**config.mk**
```make
export PLATFORM = sky130hd
export DESIGN_NAME = group_block_reverser_core
export DESIGN_NICKNAME = d
export VERILOG_FILES = /design/src/design/gbr_pkg.sv /design/src/design/gbr_cell.sv /design/src/design/gbr_chain.sv /design/src/design/gbr_seq.sv /design/src/design/group_block_reverser_core.sv
export SDC_FILE = /design/constraint.sdc
export NUM_CORES = 1
export LEC_CHECK = 0
export BUFFER_PORTS_ARGS = -buffer_cell sky130_fd_sc_hd__buf_2
export CORE_MARGIN = 1.5
export CORE_UTILIZATION = 50
export DETAILED_ROUTE_END_ITERATION = 12
export GPL_TIMING_DRIVEN = 0
export PLACE_DENSITY = 0.76
export SLEW_MARGIN = 15
export SYNTH_ARGS = -nofsm -noshare
export SYNTH_HDL_FRONTEND = slang
export SYNTH_SLANG_ARGS = --single-unit
```
**constraint.sdc**
```tcl
create_clock -name aclk -period 64 [get_ports aclk]
set_input_delay 6.4 -clock aclk [delete_from_list [all_inputs] [get_ports aclk]]
set_output_delay 6.4 -clock aclk [all_outputs]
set_load 0.02 [all_outputs]
```
**src/design/gbr_pkg.sv**
```systemverilog
`timescale 1ns / 1ps
`default_nettype none

package gbr_pkg;

    localparam int VALUE_W         = 32;
    localparam int GROUP_SIZE_W    = 5;
    localparam int MAX_GROUP_DEF   = 16;
    localparam logic [GROUP_SIZE_W-1:0] GROUP_SIZE_RESET = 5'd2;

    typedef enum logic {
        ST_IDLE,
        ST_DRAIN
    } seq_state_t;

    typedef enum logic {
        MODE_REVERSE,
        MODE_FORWARD
    } drain_mode_t;

    // Shift commands broadcast to every cell of the chain.
    typedef struct packed {
        logic push;
        logic pop;
    } chain_ctl_t;

endpackage

`default_nettype wire

```
**src/design/gbr_cell.sv**
```systemverilog
`timescale 1ns / 1ps
`default_nettype none

module gbr_cell
    import gbr_pkg::*;
(
    input  wire logic                      aclk,
    input  wire chain_ctl_t                ctl,
    input  wire logic signed [VALUE_W-1:0] from_left,
    input  wire logic signed [VALUE_W-1:0] from_right,
    output logic signed [VALUE_W-1:0]      q
);

    logic signed [VALUE_W-1:0] data_reg;
    logic signed [VALUE_W-1:0] data_next;

    // A push moves data away from the head, a pop moves it toward the head.
    always_comb begin
        priority if (ctl.push) begin
            data_next = from_left;
        end else if (ctl.pop) begin
            data_next = from_right;
        end else begin
            data_next = data_reg;
        end
    end

    always_ff @(posedge aclk) begin
        data_reg <= data_next;
    end

    assign q = data_reg;

endmodule

`default_nettype wire

```
**src/design/gbr_chain.sv**
```systemverilog
`timescale 1ns / 1ps
`default_nettype none

module gbr_chain
    import gbr_pkg::*;
#(
    parameter int MAX_GROUP = MAX_GROUP_DEF,
    parameter int IDX_W     = (MAX_GROUP > 1) ? $clog2(MAX_GROUP) : 1
)
(
    input  wire logic                      aclk,
    input  wire chain_ctl_t                ctl,
    input  wire logic signed [VALUE_W-1:0] push_data,
    input  wire logic [IDX_W-1:0]          tap_idx,
    output logic signed [VALUE_W-1:0]      head,
    output logic signed [VALUE_W-1:0]      tap
);

    logic signed [VALUE_W-1:0] cell_q [MAX_GROUP];

    for (genvar i = 0; i < MAX_GROUP; i++) begin : g_cell
        logic signed [VALUE_W-1:0] left_in;
        logic signed [VALUE_W-1:0] right_in;

        if (i == 0) begin : g_first
            assign left_in = push_data;
        end else begin : g_inner_l
            assign left_in = cell_q[i-1];
        end

        if (i == MAX_GROUP - 1) begin : g_last
            assign right_in = '0;
        end else begin : g_inner_r
            assign right_in = cell_q[i+1];
        end

        gbr_cell u_cell (
            .aclk       (aclk),
            .ctl        (ctl),
            .from_left  (left_in),
            .from_right (right_in),
            .q          (cell_q[i])
        );
    end

    // The newest value always sits in the first cell.
    assign head = cell_q[0];
    assign tap  = cell_q[tap_idx];

endmodule

`default_nettype wire

```
**src/design/gbr_seq.sv**
```systemverilog
`timescale 1ns / 1ps
`default_nettype none

module gbr_seq
    import gbr_pkg::*;
#(
    parameter int MAX_GROUP = MAX_GROUP_DEF,
    parameter int IDX_W     = (MAX_GROUP > 1) ? $clog2(MAX_GROUP) : 1,
    parameter int CNT_W     = $clog2(MAX_GROUP + 1)
)
(
    input  wire logic                      aclk,
    input  wire logic                      aresetn,
    input  wire logic [GROUP_SIZE_W-1:0]   group_size,
    input  wire logic                      s_valid,
    input  wire logic                      s_last,
    output logic                           s_ready,
    output chain_ctl_t                     ctl,
    output logic [IDX_W-1:0]               tap_idx,
    input  wire logic signed [VALUE_W-1:0] head,
    input  wire logic signed [VALUE_W-1:0] tap,
    output logic                           m_valid,
    input  wire logic                      m_ready,
    output logic signed [VALUE_W-1:0]      m_data,
    output logic                           m_last,
    output logic                           m_user
);

    localparam int CMP_W = (CNT_W > GROUP_SIZE_W) ? CNT_W : GROUP_SIZE_W;

    seq_state_t                state_reg,  state_next;
    drain_mode_t               mode_reg,   mode_next;
    logic [CNT_W-1:0]          held_reg,   held_next;
    logic [CNT_W-1:0]          remain_reg, remain_next;
    logic                      final_reg,  final_next;
    logic                      m_valid_reg, m_valid_next;
    logic signed [VALUE_W-1:0] m_data_reg,  m_data_next;
    logic                      m_last_reg,  m_last_next;
    logic                      m_user_reg,  m_user_next;

    logic [CMP_W-1:0] size_ext;
    logic [CNT_W-1:0] eff_k;
    logic [CNT_W-1:0] total;
    logic             accept;
    logic             step;
    logic             run_end;

    // Clamp the group size into one to MAX_GROUP.
    always_comb begin
        size_ext = CMP_W'(group_size);
        if (size_ext == '0) begin
            eff_k = CNT_W'(1);
        end else if (size_ext > CMP_W'(MAX_GROUP)) begin
            eff_k = CNT_W'(MAX_GROUP);
        end else begin
            eff_k = CNT_W'(size_ext);
        end
    end

    assign total   = held_reg + CNT_W'(1);
    assign s_ready = (state_reg == ST_IDLE);
    assign accept  = s_valid && s_ready;
    assign step    = (state_reg == ST_DRAIN) && (!m_valid_reg || m_ready);
    assign run_end = (remain_reg == CNT_W'(1));
    assign tap_idx = IDX_W'(remain_reg - CNT_W'(1));

    always_comb begin
        state_next   = state_reg;
        mode_next    = mode_reg;
        held_next    = held_reg;
        remain_next  = remain_reg;
        final_next   = final_reg;
        m_valid_next = m_valid_reg && !m_ready;
        m_data_next  = m_data_reg;
        m_last_next  = m_last_reg;
        m_user_next  = m_user_reg;
        ctl.push     = 1'b0;
        ctl.pop      = 1'b0;

        unique case (state_reg)
            ST_IDLE: begin
                if (accept) begin
                    ctl.push = 1'b1;
                    if (total >= eff_k) begin
                        state_next  = ST_DRAIN;
                        mode_next   = MODE_REVERSE;
                        remain_next = total;
                        final_next  = s_last;
                        held_next   = '0;
                    end else if (s_last) begin
                        state_next  = ST_DRAIN;
                        mode_next   = MODE_FORWARD;
                        remain_next = total;
                        final_next  = 1'b1;
                        held_next   = '0;
                    end else begin
                        held_next = total;
                    end
                end
            end
            ST_DRAIN: begin
                if (step) begin
                    m_valid_next = 1'b1;
                    m_last_next  = run_end;
                    m_user_next  = run_end && final_reg;
                    remain_next  = remain_reg - CNT_W'(1);
                    if (mode_reg == MODE_REVERSE) begin
                        m_data_next = head;
                        ctl.pop     = 1'b1;
                    end else begin
                        m_data_next = tap;
                    end
                    if (run_end) begin
                        state_next = ST_IDLE;
                    end
                end
            end
            default: begin
                state_next = ST_IDLE;
            end
        endcase
    end

    always_ff @(posedge aclk) begin
        if (!aresetn) begin
            state_reg   <= ST_IDLE;
            mode_reg    <= MODE_REVERSE;
            held_reg    <= '0;
            remain_reg  <= '0;
            final_reg   <= 1'b0;
            m_valid_reg <= 1'b0;
        end else begin
            state_reg   <= state_next;
            mode_reg    <= mode_next;
            held_reg    <= held_next;
            remain_reg  <= remain_next;
            final_reg   <= final_next;
            m_valid_reg <= m_valid_next;
        end
    end

    always_ff @(posedge aclk) begin
        m_data_reg <= m_data_next;
        m_last_reg <= m_last_next;
        m_user_reg <= m_user_next;
    end

    assign m_valid = m_valid_reg;
    assign m_data  = m_data_reg;
    assign m_last  = m_last_reg;
    assign m_user  = m_user_reg;

endmodule

`default_nettype wire

```
**src/design/group_block_reverser_core.sv**
```systemverilog
// Channel   Direction  Payload (lowest bit first)               Handshake
// s_        in         tdata: item_value[31:0]; tlast: end_of_list  s_tvalid / s_tready
// m_        out        tdata: out_value[31:0]; tlast: run_last;     m_tvalid / m_tready
//                      tuser: list_end
// cfg_      in         cfg_data: group_size[4:0]                    cfg_valid / cfg_ready
//
// An item that does not close a group is simply held. An item that closes a group of
// N values, or ends the list, is followed by a drain of those N values, one value per cycle
// while m_tready allows, paced by the single output register; intake is held off during the drain.
// Reset (aresetn low, synchronous) empties the group and sets the group size to two.
// A stall on m_tready freezes the drain; configuration is always accepted.
`timescale 1ns / 1ps
`default_nettype none

module group_block_reverser_core
    import gbr_pkg::*;
#(
    parameter int MAX_GROUP = MAX_GROUP_DEF
)
(
    input  wire logic                      aclk,
    input  wire logic                      aresetn,

    input  wire logic                      s_tvalid,
    output logic                           s_tready,
    input  wire logic signed [VALUE_W-1:0] s_tdata,   // [31:0] item_value
    input  wire logic                      s_tlast,   // end_of_list

    output logic                           m_tvalid,
    input  wire logic                      m_tready,
    output logic signed [VALUE_W-1:0]      m_tdata,   // [31:0] out_value
    output logic                           m_tlast,   // run_last
    output logic                           m_tuser,   // [0] list_end

    input  wire logic                      cfg_valid,
    output logic                           cfg_ready,
    input  wire logic [GROUP_SIZE_W-1:0]   cfg_data   // [4:0] group_size
);

    localparam int IDX_W = (MAX_GROUP > 1) ? $clog2(MAX_GROUP) : 1;
    localparam int CNT_W = $clog2(MAX_GROUP + 1);

    logic [GROUP_SIZE_W-1:0]   group_size_reg;
    logic [GROUP_SIZE_W-1:0]   group_size_next;
    chain_ctl_t                ctl;
    logic [IDX_W-1:0]          tap_idx;
    logic signed [VALUE_W-1:0] head;
    logic signed [VALUE_W-1:0] tap;

    // The group size register takes a write in any cycle. The value is clamped
    // inside the sequencer, so out-of-range codes are simply stored.
    assign cfg_ready       = 1'b1;
    assign group_size_next = (cfg_valid && cfg_ready) ? cfg_data : group_size_reg;

    always_ff @(posedge aclk) begin
        if (!aresetn) begin
            group_size_reg <= GROUP_SIZE_RESET;
        end else begin
            group_size_reg <= group_size_next;
        end
    end

    // The row of cells holds the current group, newest value in the first cell.
    // A push shifts every value one cell further down the row; a pop pulls them
    // back toward the head, which is how a completed group leaves newest first.
    gbr_chain #(
        .MAX_GROUP (MAX_GROUP),
        .IDX_W     (IDX_W)
    ) u_chain (
        .aclk      (aclk),
        .ctl       (ctl),
        .push_data (s_tdata),
        .tap_idx   (tap_idx),
        .head      (head),
        .tap       (tap)
    );

    // The sequencer counts held values, decides when a group is complete or a
    // partial tail must be flushed in arrival order, and drives the output register.
    gbr_seq #(
        .MAX_GROUP (MAX_GROUP),
        .IDX_W     (IDX_W),
        .CNT_W     (CNT_W)
    ) u_seq (
        .aclk       (aclk),
        .aresetn    (aresetn),
        .group_size (group_size_reg),
        .s_valid    (s_tvalid),
        .s_last     (s_tlast),
        .s_ready    (s_tready),
        .ctl        (ctl),
        .tap_idx    (tap_idx),
        .head       (head),
        .tap        (tap),
        .m_valid    (m_tvalid),
        .m_ready    (m_tready),
        .m_data     (m_tdata),
        .m_last     (m_tlast),
        .m_user     (m_tuser)
    );

endmodule

`default_nettype wire

```
==> impl_table.tex <==
\begin{tabular}{lr}
\hline
Metric & Value \\
\hline
\multicolumn{2}{l}{\textbf{Status}} \\
Outcome & completed \\
\multicolumn{2}{l}{\textbf{Layout}} \\
Number of nets in the layout & 2776 \\
Share of post-route cells with drive strength above 1 & 0.139 \\
Flip-flop count of the largest register after layout & 512 \\
Syn-to-layout area delta & 13.1\% \\
Post-route insts no fill & about 3500 \\
Commonest cells after routing, fill and taps aside & 1459 x nand2\_1, 546 x edfxtp\_1, 133 x buf\_2, 128 x mux4\_2, 103 x clkbuf\_1 \\
Most common library cell in the layout ignoring fill and taps & nand2\_1 \\
Antenna diode count & 0 \\
\multicolumn{2}{l}{\textbf{Synth}} \\
Most used flip-flop cell after synthesis & edfxtp\_1 \\
\#FFs+latches synth & 565 \\
Biggest area consumer among synthesized cells & edfxtp\_1 \\
Synth cell types & 47 \\
Synthesized Nets & 2618 \\
Mean Syn Cell Area & about 11 um\^{}2 \\
Yosys warns & 0 \\
Area share of the largest cell type after synthesis & 0.589 \\
Seq/Total Area, Yosys & 0.602 \\
Share of synthesized registers carrying an async set or reset & 0 \\
Post-synth EDFFs & 546 \\
Synth area leaders & edfxtp\_1 59\%, nand2\_1 20\%, mux4\_2 10\% \\
Post-Syn Area & roughly 0.028 mm\^{}2 \\
Synthesized instance count & 2567 \\
\multicolumn{2}{l}{\textbf{STA}} \\
Number of hold violations in the final report & 0 \\
Final setup margin & 55170 ps \\
Number of max-slew violations in the final report & 0 \\
Worst hold slack & 476 ps \\
Clock period minus final worst setup slack & 8830 ps \\
Headroom to the max-slew limit & 0.179 \\
Final setup viols & 0 \\
Slew of the pin with the lowest slew margin & 1230 ps \\
Total Negative Setup Slacks & 0 ps \\
Max Clock Freq & 113 MHz \\
Worst clock skew & roughly 24 ps \\
Ratio of final minimum period to clock period & 0.138 \\
Unrepaired setup endpoints after global routing & no \\
\multicolumn{2}{l}{\textbf{CTS}} \\
Master cell of the clock root buffer & clkbuf\_16 \\
Level count of the clock H-tree & 2 \\
Clock latency at the later pin of the worst-skew pair & between 600 and 700 ps \\
Resized Gates After CTS & 0 \\
\# hold bufs at CTS & 0 \\
TritonCTS Sinks & 565 \\
Clock transition at path regs & about 60 ps \\
CTS buffer count & 56 \\
Post-CTS repair timing setup buffer count & 0 \\
Buffers from clock root to sink, at most & 3 \\
CTS tree & done \\
\multicolumn{2}{l}{\textbf{Global routing}} \\
Overall routing resource usage & 0.259 \\
Antenna violations before repair & 1 \\
Total congestion overflow after global routing & 0 \\
Maximum number of pins on one net before global-route repair & 29 \\
Number of global-route vias before repair & 20000 \\
Global-route wire length before repair & 113 mm \\
\multicolumn{2}{l}{\textbf{Die}} \\
Starting utilization of the core area & 0.505 \\
Overall die area & 0.0571 mm\^{}2 \\
Vertical extent of the die & approximately 240 um \\
Horizontal extent of the die & 239 um \\
Placeable core region & 0.0551 mm\^{}2 \\
Number of placement rows & 86 \\
Number of I/O pins & 80 \\
\multicolumn{2}{l}{\textbf{Placement}} \\
Number of port buffers & 76 \\
Final Wtd Congestion & 0.908 \\
DP Worst Slack & 54620 ps \\
Placed cells & 3415 \\
Total half-perimeter wirelength after legalization and detailed placement & about 53 mm \\
\multicolumn{2}{l}{\textbf{Hold path}} \\
Hold-critical path depth & 2 \\
Worst Min Path Start & u\_seq.held\_reg[4] \\
End point of the worst hold path & u\_seq.held\_reg[4] \\
Hold Path Class & flop to flop \\
\multicolumn{2}{l}{\textbf{Power}} \\
Power Density & 36.3 mW/mm\^{}2 \\
Overall Power & 1.14 mW \\
Maximum vdd drop & 0.0000268 V \\
Leakage dissipation & $\sim$14 nW \\
\multicolumn{2}{l}{\textbf{Routing}} \\
Detailed Routing Iterations Pass 1 & 7 \\
Number of nets with antenna violations after detailed routing & 0 \\
\# DRC & 0 \\
Routed wire per std cell & between 20 and 25 um \\
Routed via count divided by cell count & 5.78 \\
Iter 0 DRT Violations & between 2000 and 2500 \\
Routed WL & roughly 74 mm \\
Total number of vias & between 20000 and 25000 \\
\multicolumn{2}{l}{\textbf{Worst setup path}} \\
Worst Setup Path Type & input pin to flop \\
Register-to-register path setup slack & 59650 ps \\
Worst Reg-to-Reg Cells & 12 \\
Arrival time at the worst endpoint & 9190 ps \\
FF-to-FF End & u\_seq.m\_data[16] \\
Worst setup EP type & flop \\
Critical-path maximum fanout & 28 \\
Worst path required time & around 64000 ps \\
FF-to-FF Start & u\_seq.remain\_reg[0] \\
Startpoint type of the worst setup path & input pin \\
\multicolumn{2}{l}{\textbf{Flow run}} \\
Maximum capacitance violations & 0 \\
\hline
\end{tabular}
==> Yosys cell counts (2+ instances only) <==
library cell and instances:
o32ai_1 3, and3_1 3, edfxtp_1 546, a21o_1 32, nor2_1 11, a21oi_1 11, dfxtp_1 19, nor2b_1 2
o21ai_0 2, mux2i_1 69, buf_4 4, buf_6 7, xnor2_1 2, buf_1 5, inv_1 8, nand2_1 1459
o22ai_1 31, o21ai_1 2, inv_2 2, nor3_1 4, ha_1 8, mux4_2 128, nand3_1 5, clkbuf_1 88
a211oi_1 3, and2_1 34, nor4_1 2, buf_2 57, xor2_1 2
==> per-layer routing <==
metal / GRT usage / share of wire
met1: 0.354 / 0.40
met2: 0.416 / 0.47
met3: 0.0374 / 0.096
met4: 0.106 / 0.038
met5: 0 / 0
==> per-stage QoR <==
step | area, um^2 | utilization
6_report | 31500 | 0.572
5_1_grt | 31500 | 0.572
4_1_cts | 31500 | 0.572
3_5_place_dp | 29800 | 0.540
3_3_place_gp | 29200 | 0.529
2_1_floorplan | 27800 | -
==> how the worst max path moves through the flow <==
stage	from	end	slack (ps)	cells past startpoint
final	s_tvalid	u_chain.g_cell[15].u_cell.q[14]	55170	11
after global routing	s_tvalid	u_chain.g_cell[12].u_cell.q[13]	55080	11
after CTS	s_tvalid	u_chain.g_cell[12].u_cell.q[13]	55270	11
after detailed placement	s_tvalid	u_chain.g_cell[14].u_cell.q[15]	54620	11
after global placement	m_tready	u_chain.g_cell[15].u_cell.q[15]	6460	4
after floorplan	m_tready	u_chain.g_cell[0].u_cell.q[0]	19710	3
==> cell families (layout without fill, tap and decap cells) <==
family | count (synthesis) | after routing | synth area share
buffers and inverters | 173 | 377 | 0.0293
flip-flops | 565 | 565 | 0.602
multiplexers | 197 | 197 | 0.128
XOR/XNOR | 5 | 5 | 0.00225
AND/OR/NAND/NOR | 1524 | 1524 | 0.210
other | 1 | 1 | 0.000135
adder cells (fa/ha/maj) | 8 | 8 | 0.00359
AO/OA/AOI/OAI | 94 | 94 | 0.0238
==> report_power, final <==
part,leakage (nW),total [mW],switching (mW),internal (mW)
logic,7.06,0.273,0.160,0.113
registers,5.59,0.553,0.0539,0.499
clock network,0.851,0.316,0.142,0.174
total,13.5,1.14,0.355,0.787
==> cell type report <==
type	count	area (um^2)
inverters	10	37.5
well taps	748	936
plain buffers	163	778
clock buffers	77	1560
multi-input cells	1829	10300
fillers	4487	23600
clock inverters	27	165
repair buffers	100	981
flip-flops and latches	565	16800
==> worst max-delay path, stage by stage <==
cell	delay, ps
buf_2	110
nand2_1	240
clkbuf_1	390
buf_1	580
o21ai_4	290
buf_16	250
buf_16	170
buf_16	170
buf_16	170
buf_16	180
buf_12	180
Power figures use the tool's default switching activity.
